==> src/design/assert_macros.svh <==
// Assertion helper macros shared by the matvec core RTL.
// No dependencies; pulled in by `include where assertions are written.
`ifndef ASSERT_MACROS_SVH
`define ASSERT_MACROS_SVH

// Clocked property with active-low asynchronous reset masking.
`define ASSERT_CLK(lbl, clk, rst_n, prop, msg) \
  lbl: assert property (@(posedge clk) disable iff (!rst_n) (prop)) else $error(msg);

// Condition that must never be true at a clock edge.
`define ASSERT_NEVER(lbl, clk, rst_n, cond, msg) \
  `ASSERT_CLK(lbl, clk, rst_n, !(cond), msg)

`endif

==> src/design/btm_pkg.sv <==
// Shared types, sizes and codes for the block-Toeplitz complex matvec core.
// No dependencies; used by btm_seq, btm_cmac and the top level through scoped names.
package btm_pkg;

  localparam int MAX_COLS    = 256;
  localparam int MAX_ROWS    = 16;
  localparam int STORE_DEPTH = MAX_COLS * MAX_ROWS;

  localparam int IDX_W  = 12;  // flat index field width
  localparam int COLS_W = 9;   // cols_in_use register width
  localparam int ROWS_W = 5;   // rows_in_use register width
  localparam int TOT_W  = $clog2(STORE_DEPTH + 1);
  localparam int MX_W   = (MAX_COLS > 1) ? $clog2(MAX_COLS) : 1;
  localparam int MZ_W   = (MAX_ROWS > 1) ? $clog2(MAX_ROWS) : 1;
  localparam int ADDR_W = (STORE_DEPTH > 1) ? $clog2(STORE_DEPTH) : 1;
  localparam int ACC_W  = 80;  // 4096 products of up to 2^63 fit with margin
  localparam int ACC_HI_W = ACC_W - 63;  // accumulator bits that must match the sign
  localparam int DATA_W = 32;
  localparam int ENTRY_W = 2 * DATA_W;

  localparam int CFG_IDX_W  = 2;
  localparam int CFG_DATA_W = COLS_W;

  localparam logic [CFG_IDX_W-1:0] CFG_COLS = CFG_IDX_W'(0);
  localparam logic [CFG_IDX_W-1:0] CFG_ROWS = CFG_IDX_W'(1);

  typedef enum logic [1:0] {
    ACT_KERNEL  = 2'd0,
    ACT_VECTOR  = 2'd1,
    ACT_COMPUTE = 2'd2,
    ACT_NONE    = 2'd3
  } act_e;

  typedef enum logic [1:0] {
    ST_OK    = 2'd0,
    ST_RANGE = 2'd1,
    ST_SAT   = 2'd2
  } stat_e;

  typedef struct packed {
    act_e               action;
    logic [IDX_W-1:0]   index;
    logic signed [31:0] value_re;
    logic signed [31:0] value_im;
  } in_word_t;

  typedef struct packed {
    logic [1:0]         status;
    logic signed [63:0] result_re;
    logic signed [63:0] result_im;
  } out_word_t;

  // Per-element control riding alongside the store reads.
  typedef struct packed {
    logic valid;
    logic first;
    logic last;
  } elem_t;

  // Finished dot product from the MAC unit.
  typedef struct packed {
    logic               done;
    logic               sat;
    logic signed [63:0] re;
    logic signed [63:0] im;
  } mac_res_t;

endpackage

==> src/design/btm_seq.sv <==
// Sequencer: splits the output index into block row/column by repeated
// subtraction, then walks all matrix columns generating store addresses.
// Depends on btm_pkg.
module btm_seq (
  input  logic                        clk_i,
  input  logic                        rst_ni,
  input  logic                        start_i,
  input  logic [btm_pkg::IDX_W-1:0]   k_i,
  input  logic [btm_pkg::COLS_W-1:0]  cols_i,
  input  logic [btm_pkg::ROWS_W-1:0]  rows_i,
  output logic [btm_pkg::ADDR_W-1:0]  kaddr_o,
  output logic [btm_pkg::ADDR_W-1:0]  vaddr_o,
  output btm_pkg::elem_t              ctl_o
);

  typedef enum logic [1:0] {
    S_IDLE,
    S_DIV,
    S_SCAN
  } state_e;

  state_e                      state_q;
  logic [btm_pkg::IDX_W-1:0]   rem_q;
  logic [btm_pkg::IDX_W-1:0]   kbase_q;   // |bz-mz| * cols
  logic [btm_pkg::MZ_W-1:0]    bz_q;
  logic [btm_pkg::MX_W-1:0]    bx_q;
  logic [btm_pkg::MX_W-1:0]    dx_q;      // |bx-mx|
  logic [btm_pkg::MZ_W-1:0]    mz_q;
  logic [btm_pkg::MX_W-1:0]    mx_q;
  logic [btm_pkg::IDX_W-1:0]   vi_q;
  logic [btm_pkg::IDX_W-1:0]   cols_ext;
  logic                        last_col;
  logic                        last_row;

  assign cols_ext = btm_pkg::IDX_W'(cols_i);
  assign last_col = btm_pkg::COLS_W'(mx_q) == (cols_i - btm_pkg::COLS_W'(1));
  assign last_row = btm_pkg::ROWS_W'(mz_q) == (rows_i - btm_pkg::ROWS_W'(1));

  always_ff @(posedge clk_i or negedge rst_ni) begin
    if (!rst_ni) begin
      state_q <= S_IDLE;
      rem_q   <= '0;
      kbase_q <= '0;
      bz_q    <= '0;
      bx_q    <= '0;
      dx_q    <= '0;
      mz_q    <= '0;
      mx_q    <= '0;
      vi_q    <= '0;
    end else begin
      unique case (state_q)
        S_IDLE: begin
          if (start_i) begin
            rem_q   <= k_i;
            kbase_q <= '0;
            bz_q    <= '0;
            mz_q    <= '0;
            mx_q    <= '0;
            vi_q    <= '0;
            state_q <= S_DIV;
          end
        end
        S_DIV: begin
          if (rem_q >= cols_ext) begin
            rem_q   <= rem_q - cols_ext;
            kbase_q <= kbase_q + cols_ext;
            bz_q    <= bz_q + 1'b1;
          end else begin
            bx_q    <= rem_q[btm_pkg::MX_W-1:0];
            dx_q    <= rem_q[btm_pkg::MX_W-1:0];
            state_q <= S_SCAN;
          end
        end
        S_SCAN: begin
          vi_q <= vi_q + 1'b1;
          if (last_col) begin
            mx_q <= '0;
            dx_q <= bx_q;
            mz_q <= mz_q + 1'b1;
            // distance to the block row shrinks until mz passes bz
            if (mz_q < bz_q) begin
              kbase_q <= kbase_q - cols_ext;
            end else begin
              kbase_q <= kbase_q + cols_ext;
            end
            if (last_row) begin
              state_q <= S_IDLE;
            end
          end else begin
            mx_q <= mx_q + 1'b1;
            if (mx_q < bx_q) begin
              dx_q <= dx_q - 1'b1;
            end else begin
              dx_q <= dx_q + 1'b1;
            end
          end
        end
        default: state_q <= S_IDLE;
      endcase
    end
  end

  assign kaddr_o     = btm_pkg::ADDR_W'(kbase_q + btm_pkg::IDX_W'(dx_q));
  assign vaddr_o     = btm_pkg::ADDR_W'(vi_q);
  assign ctl_o.valid = (state_q == S_SCAN);
  assign ctl_o.first = (vi_q == '0);
  assign ctl_o.last  = last_col && last_row;

endmodule

==> config.mk <==
export PLATFORM = sky130hd
export DESIGN_NAME = btm_seq
export DESIGN_NICKNAME = d
export VERILOG_FILES = /design/src/design/assert_macros.svh /design/src/design/btm_pkg.sv /design/src/design/btm_seq.sv
export SDC_FILE = /design/constraint.sdc
export NUM_CORES = 1
export LEC_CHECK = 0
export BUFFER_PORTS_ARGS = -buffer_cell sky130_fd_sc_hd__buf_2
export CAP_MARGIN = 20
export CORE_MARGIN = 2
export CORE_UTILIZATION = 65
export DETAILED_ROUTE_END_ITERATION = 16
export PLACE_DENSITY = 0.86
export SLEW_MARGIN = 0
export SYNTH_ARGS = -nofsm -noshare
export SYNTH_HDL_FRONTEND = slang
export SYNTH_SLANG_ARGS = --single-unit
==> constraint.sdc <==
create_clock -name clk_i -period 8.7 [get_ports clk_i]
set_input_delay 1.74 -clock clk_i [delete_from_list [all_inputs] [get_ports clk_i]]
set_output_delay 1.74 -clock clk_i [all_outputs]
set_load 0.005 [all_outputs]
### Yosys cells after proc, flatten, opt, wreduce, memory -nomap -nowiden

Index checks and enable logic that the tools add are counted.

| storage, ports and cells | value |
|---|---|
| output and inout port bits | 27 |
| register bits | 70 |
| logic and storage cells | 74 |

| operators by class | value |
|---|---|
| bitwise operators | 1 |
| reductions and logical operators | 14 |
| multiplexer cells | 26 |
| equal/unequal tests | 9 |
| magnitude comparators | 3 |
| $add $sub $neg | 12 |

Operators by type and width:

| kind | count |
|---|---|
| $mux W12 | 6 |
| $pmux W12 S2 | 2 |
| $mux W8 | 5 |
| $pmux W12 S3 | 1 |
| $pmux W8 S2 | 2 |
| $sub A12 B9 Y12 | 2 |
| $add A8 B1 Y8 const B | 2 |
| $pmux W4 S2 | 2 |
| $add A12 B1 Y12 const B | 1 |
| $add A12 B8 Y12 | 1 |
| $add A12 B9 Y12 | 1 |
| $ge A12 B9 Y1 | 1 |
| $logic_not A12 Y1 | 1 |
| $mux W4 | 3 |
| $eq A8 B9 Y1 | 1 |
| $sub A9 B1 Y9 const B | 1 |
| $add A4 B1 Y4 const B | 2 |
| $lt A8 B8 Y1 | 1 |
| $mux W2 | 4 |
| $reduce_and A4 Y1 | 2 |
| $sub A8 B1 Y8 const B | 1 |
| $ne A2 B2 Y1 const B | 3 |
| $pmux W2 S3 | 1 |
| $reduce_and A2 Y1 | 3 |
| 12 further kinds | 16 |

### Depth between registers and ports, before layout

Gate-level depths: netlist of run 1.

| logic depth | value |
|---|---|
| word-level depth | 5 |
| mapped depth | 15 |
| depth with buffers taken out | 15 |

### Least setup slack after synthesis of run 1

OpenSTA, ideal clock, no wires.

| timing path | value |
|---|---|
| kind | input-to-output |
| start point | in cols_i[1] (netlist name) |
| end point | out ctl_o[0] (netlist name) |
| data arrival time | 3.357 ns |
| cell stages on the path | 8 |
| path buffers | 0 |
| data required time | 6.960 ns |
| setup slack | 3.603 ns |
| cells stage by stage | inv_1 ha_1 nor3b_2 a31o_2 nand4_2 a2111oi_4 nand3_1 inv_1 |

RTL lines:

| what | RTL line | text |
|---|---|---|
| start, declared | btm_seq.sv:9 | `input logic [btm_pkg::COLS_W-1:0] cols_i,` |
| end, declared | btm_seq.sv:13 | `output btm_pkg::elem_t ctl_o` |

==> results.cfg, run 1 <==
[outcome]
status = complete, no violations

[final_layout]
layout-drive-gt1-share = 0.118
syn_to_final_growth_pct = 9.19
design_area_mm2 = 0.00674
antenna_cells = 0
final_util = 0.729
final_nets = 893

[clocking]
cts_tree = built
htree_levels = 3
cts_hold_buf = 0
clk_path_buf_depth = 2
clk_latency_ns = 0.36
clock-sinks = 70
numCtsBuffers = 9
cts_setup_buffers = 0
cts.clk_slew.worst_paths_ns = 0.08
root_buffer = clkbuf_8
ctsResizeCount = 0

[placement]
place.port_buffers = 55
hpwl_um = 12700
gp_congestion = 0.931
placed_cell_area_mm2 = 0.00655

[global_route]
grt_overflow_total = 0
grt_pass1_wl_um = 27900
antenna_found_initial = 0
grt_start_max_net_pins = 71
grtUsageTotal = 0.344
grt_pass1_vias = 5633

[detailed_routing]
routedWlPerCell_um = 18.1
viasPerCell = 6.42
num_vias = 5978
post-route-drc-count = 0
wl_um = 16900
drt_iter0_markers = 486
drt_pass1_iterations = 10
ant_nets = 0

[worst_setup_path]
path_class = input port to primary output
startpoint_type = input port
required_ns = 6.96
end_kind = primary output
cp.arrival_ns = 3.96
path_max_fanout = 9

[power]
p_leak_nw = 3.12
ir_drop_v = 0.000211
powerDensity_mw_per_mm2 = 317

[worst_hold_path]
hold_path_class = flip-flop to flip-flop

[floorplan]
num_rows = 35
design.core.area_mm2 = 0.00924
die_w_um = 101
die_y_um = 101
io_pins = 56
die_area_mm2 = 0.0103
start_util = 0.668

[timing]
tightest_slew_ns = 1.07
fin_hold_ws_ns = 0.511
period_share = 0.655
period_needed_ns = 5.70
max_freq_ghz = 0.175
rsz0062_at_grt = no
skew_ns = 0.0165
final-hold-violation-count = 0
relSlewSlack = 0.284
finalMaxSlewViolations = 0
finalSetupTns_ns = 0
setup_viol = 0

[synth]
synth-edff-count = 0
syn_nets = 846
synth_ff_type = dfrtp_1
synth_seq_cells = 70
yosysSeqAreaShare = 0.284
synth_cells = 750
yosys_warnings = 0
async_flop_share = 1.00
synthTopCellsByArea = dfrtp_1, ha_1, o21ai_0
yosysTopAreaCell = dfrtp_1
syn_area_mm2 = 0.00617
syn_area_per_cell_um2 = 8.22
yosysUniqueCellTypes = 67
yosysTopAreaCellShare = 0.284

[flow_run]
drv_cap = 0
cell usage after synthesis (8+ instances only):
library cell / instances
nor2_1: 62
a211oi_1: 10
nand2_1: 60
inv_1: 63
dfrtp_1: 70
nor2b_1: 15
o22ai_1: 8
clkbuf_1: 21
ha_1: 62
xnor2_1: 19
nand3b_1: 8
nor3_1: 28
a31oi_1: 11
nand3_1: 26
or3_1: 8
nand4_1: 11
mux2i_1: 12
xor2_1: 19
a21oi_1: 42
o21ai_0: 66
layout make-up:
cell class / instances / area, um^2
Fill cell: 717 / 2500
Timing Repair Buffer: 60 / 313
Clock buffer: 9 / 124
Tap cell: 129 / 161
Inverter: 63 / 236
Multi-Input combinational cell: 593 / 4090
Sequential cell: 70 / 1750
Clock inverter: 7 / 61.3
path summary, 6_finish.rpt:
kind                       slack (ns)       from  endpoint  depth (start not counted)
max                              3.00  cols_i[1]  ctl_o[0]                         10
min                              0.51    bx_q[2]   bx_q[2]                          1
max reg2reg                      4.97    mx_q[2]   dx_q[7]                         14
min reg2reg                      0.51    bx_q[2]   bx_q[2]                          1
max in group asynchronous        6.50     rst_ni   mx_q[2]                          2
min in group asynchronous        1.58     rst_ni   dx_q[4]                          2
power by group:
group | leakage (nW) | switching [mW] | internal, mW
Combinational | 2.12 | 0.795 | 0.541
Clock | 0.0888 | 0.152 | 0.109
Sequential | 0.920 | 0.121 | 0.419
critical path, cell delays in order:
cell and delay, ns:
buf_2 0.16, inv_1 0.16, ha_1 0.26, nor3b_2 0.44, a31o_2 0.24, nand4_2 0.13
a2111oi_4 0.47, nand3_1 0.13, inv_1 0.10, buf_2 0.11
kinds of logic after synthesis:
logic type / share of synthesized area
mux: 0.0286
compound gates: 0.239
flops: 0.284
xor+xnor: 0.0540
fa+ha+maj: 0.142
simple gates: 0.199
buf+inv: 0.0533
registers in the layout (all words and copies together), names as in the netlist:
register	flops
state_q	2
mx_q	8
kbase_q	12
dx_q	8
bx_q	8
bz_q	4
vaddr_o	12
rem_q	12
mz_q	4
per-layer routing:
metal / wire length, um / GRT usage
met3: 1530 / 0.0573
met2: 7650 / 0.535
met4: 332 / 0.103
met5: 0 / 0
met1: 7360 / 0.496
stage by stage:
stage / setup WS (ns) / instances / power, mW
final: 3.00 / 931 / 2.14
after global placement: 3.12 / 915 / 1.79
after floorplan: 3.60 / 750 / 1.49
after global routing: 2.78 / 931 / 2.33
after detailed placement: 3.04 / 915 / 1.85
after CTS: 3.04 / 931 / 2.11
placed cells by master (no fill, tap or decap), types with 6 or more instances in the layout:
| master | n |
|---|---|
| dfrtp_1 | 70 |
| o21ai_0 | 66 |
| inv_1 | 63 |
| nor2_1 | 62 |
| ha_1 | 62 |
| nand2_1 | 60 |
| buf_2 | 55 |
| a21oi_1 | 42 |
| nor3_1 | 28 |
| nand3_1 | 26 |
| xnor2_1 | 19 |
| xor2_1 | 19 |
| nor2b_1 | 15 |
| mux2i_1 | 12 |
| nand4_1 | 11 |
| a31oi_1 | 11 |
| a211oi_1 | 10 |
| clkbuf_8 | 9 |
| nand3b_1 | 8 |
| or3_1 | 8 |
| o22ai_1 | 8 |
| a21o_1 | 7 |
| a221oi_1 | 7 |
| nand2b_1 | 7 |
| o41ai_1 | 7 |
| a22oi_1 | 6 |
| o31ai_1 | 6 |
Note: power is estimated with default switching activity, not from simulation.
==> inputs of run 2 (changes only) <==
--- a/config.mk
+++ b/config.mk
@@ -8,9 +8,9 @@
 export BUFFER_PORTS_ARGS = -buffer_cell sky130_fd_sc_hd__buf_2
 export CAP_MARGIN = 20
 export CORE_MARGIN = 2
-export CORE_UTILIZATION = 65
+export CORE_UTILIZATION = 61
 export DETAILED_ROUTE_END_ITERATION = 16
-export PLACE_DENSITY = 0.86
+export PLACE_DENSITY = 0.82
 export SLEW_MARGIN = 0
 export SYNTH_ARGS = -nofsm -noshare
 export SYNTH_HDL_FRONTEND = slang
==> constraint.sdc (replaced) <==
create_clock -name clk_i -period 5.9 [get_ports clk_i]
set_input_delay 1.18 -clock clk_i [delete_from_list [all_inputs] [get_ports clk_i]]
set_output_delay 1.18 -clock clk_i [all_outputs]
set_load 0.005 [all_outputs]
==> run 2 against run 1 <==
Non-clock buffer count grew 1. Register-to-register slack lost 2.9 ns. Clock skew shrank 0.0063 ns. Worst hold slack gained 0.0047 ns. Wire length shrank 0.66%. Count of clock-buffer cells in the layout grew 1. Largest power group unchanged. Power grew 49%. Global-route usage shrank 2.7 points. First-iteration DRC count grew 29%. Final cell count grew 0.54%. Setup slack lost 1.7 ns. Clock power grew 57%.
==> results.cfg, run 2 (synthesized netlist as in run 1, its figures left out) <==
[outcome]
status = complete, no violations

[detailed_routing]
drt_pass1_iterations = 5
viasPerCell = 6.39
post-route-drc-count = 0
ant_nets = 0
wl_um = 16800
num_vias = 5981
routedWlPerCell_um = 17.9
drt_iter0_markers = 625

[worst_setup_path]
cpPeakStageDelay_ns = 0.51
path_cells = buf_2, inv_1, ha_1, nor3b_2, a31o_2, nand4_2, a2111oi_4, nand3_1, inv_1, buf_2
startpoint_type = input port
cp.arrival_ns = 3.45
required_ns = 4.72
path_class = input port to primary output
path_max_fanout = 9
critical-path-top-delay-family = simple AND/OR/NAND/NOR gates
cp_slowest_cell = a2111oi_4
end_kind = primary output
worst-path-buf-inv = 4

[clocking]
htree_levels = 3
cts_setup_buffers = 0
clk_latency_ns = 0.36
ctsResizeCount = 0
clk_path_buf_depth = 2
numCtsBuffers = 9
clock-sinks = 70
cts.clk_slew.worst_paths_ns = 0.08
root_buffer = clkbuf_8
cts_hold_buf = 0
cts_tree = built

[floorplan]
io_pins = 56
die_area_mm2 = 0.0109
design.core.area_mm2 = 0.00977
die_w_um = 105
start_util = 0.631
die_y_um = 105
num_rows = 36

[timing]
fin_ws_ns = 1.27
skew_ns = 0.0102
final-hold-violation-count = 0
finalSetupTns_ns = 0
setup_viol = 0
period_share = 0.785
tightest_slew_ns = 1.00
period_needed_ns = 4.63
relSlewSlack = 0.327
finalMaxSlewViolations = 0
max_freq_ghz = 0.216
rsz0062_at_grt = no

[final_layout]
syn_to_final_growth_pct = 9.74
layout-drive-gt1-share = 0.120
layout_common_cells = dfrtp_1, o21ai_0, inv_1, nor2_1, ha_1
final_nets = 894
final_common_cell = dfrtp_1
finalNonFillerCells = 936
final_util = 0.693
antenna_cells = 0

[power]
netSwitchingFraction = 0.488
p_comb_frac = 0.621
clkPwrFrac = 0.128
powerDensity_mw_per_mm2 = 470
power.total_mw = 3.18
intPower_mw = 1.63
p_leak_nw = 3.14
seq_power_share = 0.251
ir_drop_v = 0.000260
switching_power_mw = 1.55

[global_route]
grt_start_max_net_pins = 71
grt_pass1_wl_um = 28100
grt_pass1_vias = 5807
grt_overflow_total = 0
antenna_found_initial = 0
grtUsageTotal = 0.318

[worst_hold_path]
hold_path_class = flip-flop to flip-flop

[placement]
hpwl_um = 12800
place.port_buffers = 55
gp_congestion = 0.980
dpl.cell_count = 920
place_worst_setup_slack_ns = 1.31

[flow_run]
drv_cap = 0
-- run 2: worst paths after layout --
check                          start     endpoint  slack [ns]  cells past startpoint
max                        cols_i[1]     ctl_o[0]        1.27                     10
min                          bx_q[5]      bx_q[5]        0.52                      1
max reg2reg                  mx_q[2]      dx_q[7]        2.11                     14
min reg2reg                  bx_q[5]      bx_q[5]        0.52                      1
max in group asynchronous     rst_ni     rem_q[1]        4.30                      2
min in group asynchronous     rst_ni  kbase_q[10]        1.02                      2
-- run 2: per-layer routing --
layer	up-vias	wire length, um	track usage
met5	-	0	0
met4	0	495	0.130
met3	50	1390	0.0599
met2	272	7490	0.492
met1	2834	7370	0.438
li1	2825	-	-
-- run 2: final cells by class --
| type | instances | area, um^2 |
|---|---|---|
| Clock buffer | 10 | 138 |
| Clock inverter | 6 | 68.8 |
| Fill cell | 813 | 3010 |
| Inverter | 63 | 236 |
| Multi-Input combinational cell | 593 | 4090 |
| Sequential cell | 70 | 1750 |
| Tap cell | 133 | 166 |
| Timing Repair Buffer | 61 | 320 |
-- run 2: power by group through the flow --
stage	combinational, mW	sequential (mW)	clock (mW)
2_1_floorplan	1.48	0.722	0
3_3_place_gp	1.86	0.792	0
3_5_place_dp	1.93	0.800	0
4_1_cts	1.94	0.790	0.413
5_1_grt	2.21	0.814	0.431
6_report	1.98	0.799	0.409
-- run 2: through the flow --
stage / area [um^2] / hold WS (ns)
2_1_floorplan: 6170 / 0.454
3_3_place_gp: 6560 / 0.474
3_5_place_dp: 6560 / 0.491
4_1_cts: 6770 / 0.514
5_1_grt: 6770 / 0.529
6_report: 6770 / 0.516
==> inputs of run 3 (changes only) <==
==> constraint.sdc (replaced) <==
create_clock -name clk_i -period 4.4 [get_ports clk_i]
set_input_delay 0.88 -clock clk_i [delete_from_list [all_inputs] [get_ports clk_i]]
set_output_delay 0.88 -clock clk_i [all_outputs]
set_load 0.005 [all_outputs]
==> run 3 against run 2 <==
Via count is 0.72% higher. Die area stayed put. Largest cell class unchanged. Register-to-register slack worse by 1.3 ns. Final cell count is 0.75% higher. Critical path depth stayed put. Largest power group unchanged.
==> results.cfg, run 3 (synthesized netlist as in run 1, its figures left out) <==
[floorplan]
io_pins = 56
die_w_um = 105
die_area_mm2 = 0.0109
num_rows = 36
die_y_um = 105
design.core.area_mm2 = 0.00977
start_util = 0.631

[timing]
rsz0062_at_grt = no
fin_hold_ws_ns = 0.518
tightest_slew_ns = 0.951
period_needed_ns = 3.89
finalSetupTns_ns = 0
max_freq_ghz = 0.257
skew_ns = 0.0184
final-hold-violation-count = 0
relSlewSlack = 0.363
period_share = 0.885
finalMaxSlewViolations = 0
setup_viol = 0

[placement]
dpl.cell_count = 927
hpwl_um = 13400
place.port_buffers = 55
gp_congestion = 0.947
placed_cell_area_mm2 = 0.00662

[worst_setup_path]
end_kind = primary output
path_max_fanout = 9
startpoint_type = input port
path_cells = buf_2, inv_1, ha_1, nor3b_2, a21oi_1, o211ai_1, nand3_1, nand3_1, inv_1, buf_2
cp.arrival_ns = 3.01
required_ns = 3.52
cpPeakStageDelay_ns = 0.45
cp_slowest_cell = nor3b_2
path_class = input port to primary output

[clocking]
cts_hold_buf = 0
cts_setup_buffers = 0
clock-sinks = 70
root_buffer = clkbuf_8
cts_tree = built
numCtsBuffers = 9
clk_latency_ns = 0.37
htree_levels = 3
ctsResizeCount = 0
clk_path_buf_depth = 2
cts.clk_slew.worst_paths_ns = 0.08

[global_route]
antenna_found_initial = 0
grtUsageTotal = 0.330
grt_start_max_net_pins = 34
grt_overflow_total = 0
grt_pass1_vias = 5853
grt_pass1_wl_um = 29000

[detailed_routing]
num_vias = 6024
post-route-drc-count = 0
drt_iter0_markers = 656
wl_um = 17600
ant_nets = 0
drt_pass1_iterations = 5
viasPerCell = 6.39
routedWlPerCell_um = 18.7

[final_layout]
antenna_cells = 0
layout_common_cells = dfrtp_1, o21ai_0, inv_1, nor2_1, ha_1
final_util = 0.696
final_common_cell = dfrtp_1
layout-drive-gt1-share = 0.127
syn_to_final_growth_pct = 10.3
design_area_mm2 = 0.00680
final_nets = 901
finalNonFillerCells = 943

[power]
powerDensity_mw_per_mm2 = 627
ir_drop_v = 0.000367
p_leak_nw = 3.17

[worst_hold_path]
hold_path_class = flip-flop to flip-flop

[flow_run]
drv_cap = 0

[outcome]
status = complete, no violations
-- run 3: changes by cell type in the layout (fill, tap and decap cells not counted) --
cell | before | now
buf_4 | 6 | 13
bufinv_16 | 1 | 0
clkbuf_8 | 10 | 9
clkinv_2 | 1 | 0
clkinv_4 | 1 | 2
inv_6 | 2 | 3
inv_8 | 0 | 1
-- run 3: critical path, delay by kind of cell --
family	cells	cell delay (ns)
simple gates	3	0.94
buf+inv	4	0.53
compound gates	2	0.39
fa+ha+maj	1	0.27
-- run 3: power by group --
part	switching [mW]	internal (mW)
clock network	0.304	0.217
logic	1.58	1.09
registers	0.247	0.829
-- run 3: final timing paths --
path / start / endpoint / slack, ns / cells after the start
setup / recovery: cols_i[1] / ctl_o[0] / 0.51 / 10
hold / removal: bz_q[3] / bz_q[3] / 0.52 / 1
setup reg to reg: mx_q[1] / dx_q[7] / 0.85 / 14
hold reg to reg: bz_q[3] / bz_q[3] / 0.52 / 1
max in group asynchronous: rst_ni / dx_q[2] / 2.97 / 2
min in group asynchronous: rst_ni / kbase_q[11] / 0.60 / 1
-- run 3: cell type report --
class                           instances  area (um^2)
Multi-Input combinational cell        593         4090
Fill cell                             830         2970
Sequential cell                        70         1750
Timing Repair Buffer                   68          373
Inverter                               63          236
Tap cell                              133          166
Clock buffer                            9          124
Clock inverter                          7         62.6
-- run 3: per-layer routing --
layer  global-route usage  part of all wire  wire (um)
met3               0.0611             0.090       1590
met1                0.454              0.43       7580
met4               0.0956             0.022        396
met5                    0                 0          0
met2                0.530              0.46       8060
-- run 3: per-stage QoR --
step           worst slack [ns]  power, mW
5_1_grt                   0.313       4.63
4_1_cts                   0.566       4.21
3_3_place_gp              0.709       3.59
3_5_place_dp              0.580       3.69
2_1_floorplan              1.02       2.95
6_report                  0.506       4.27
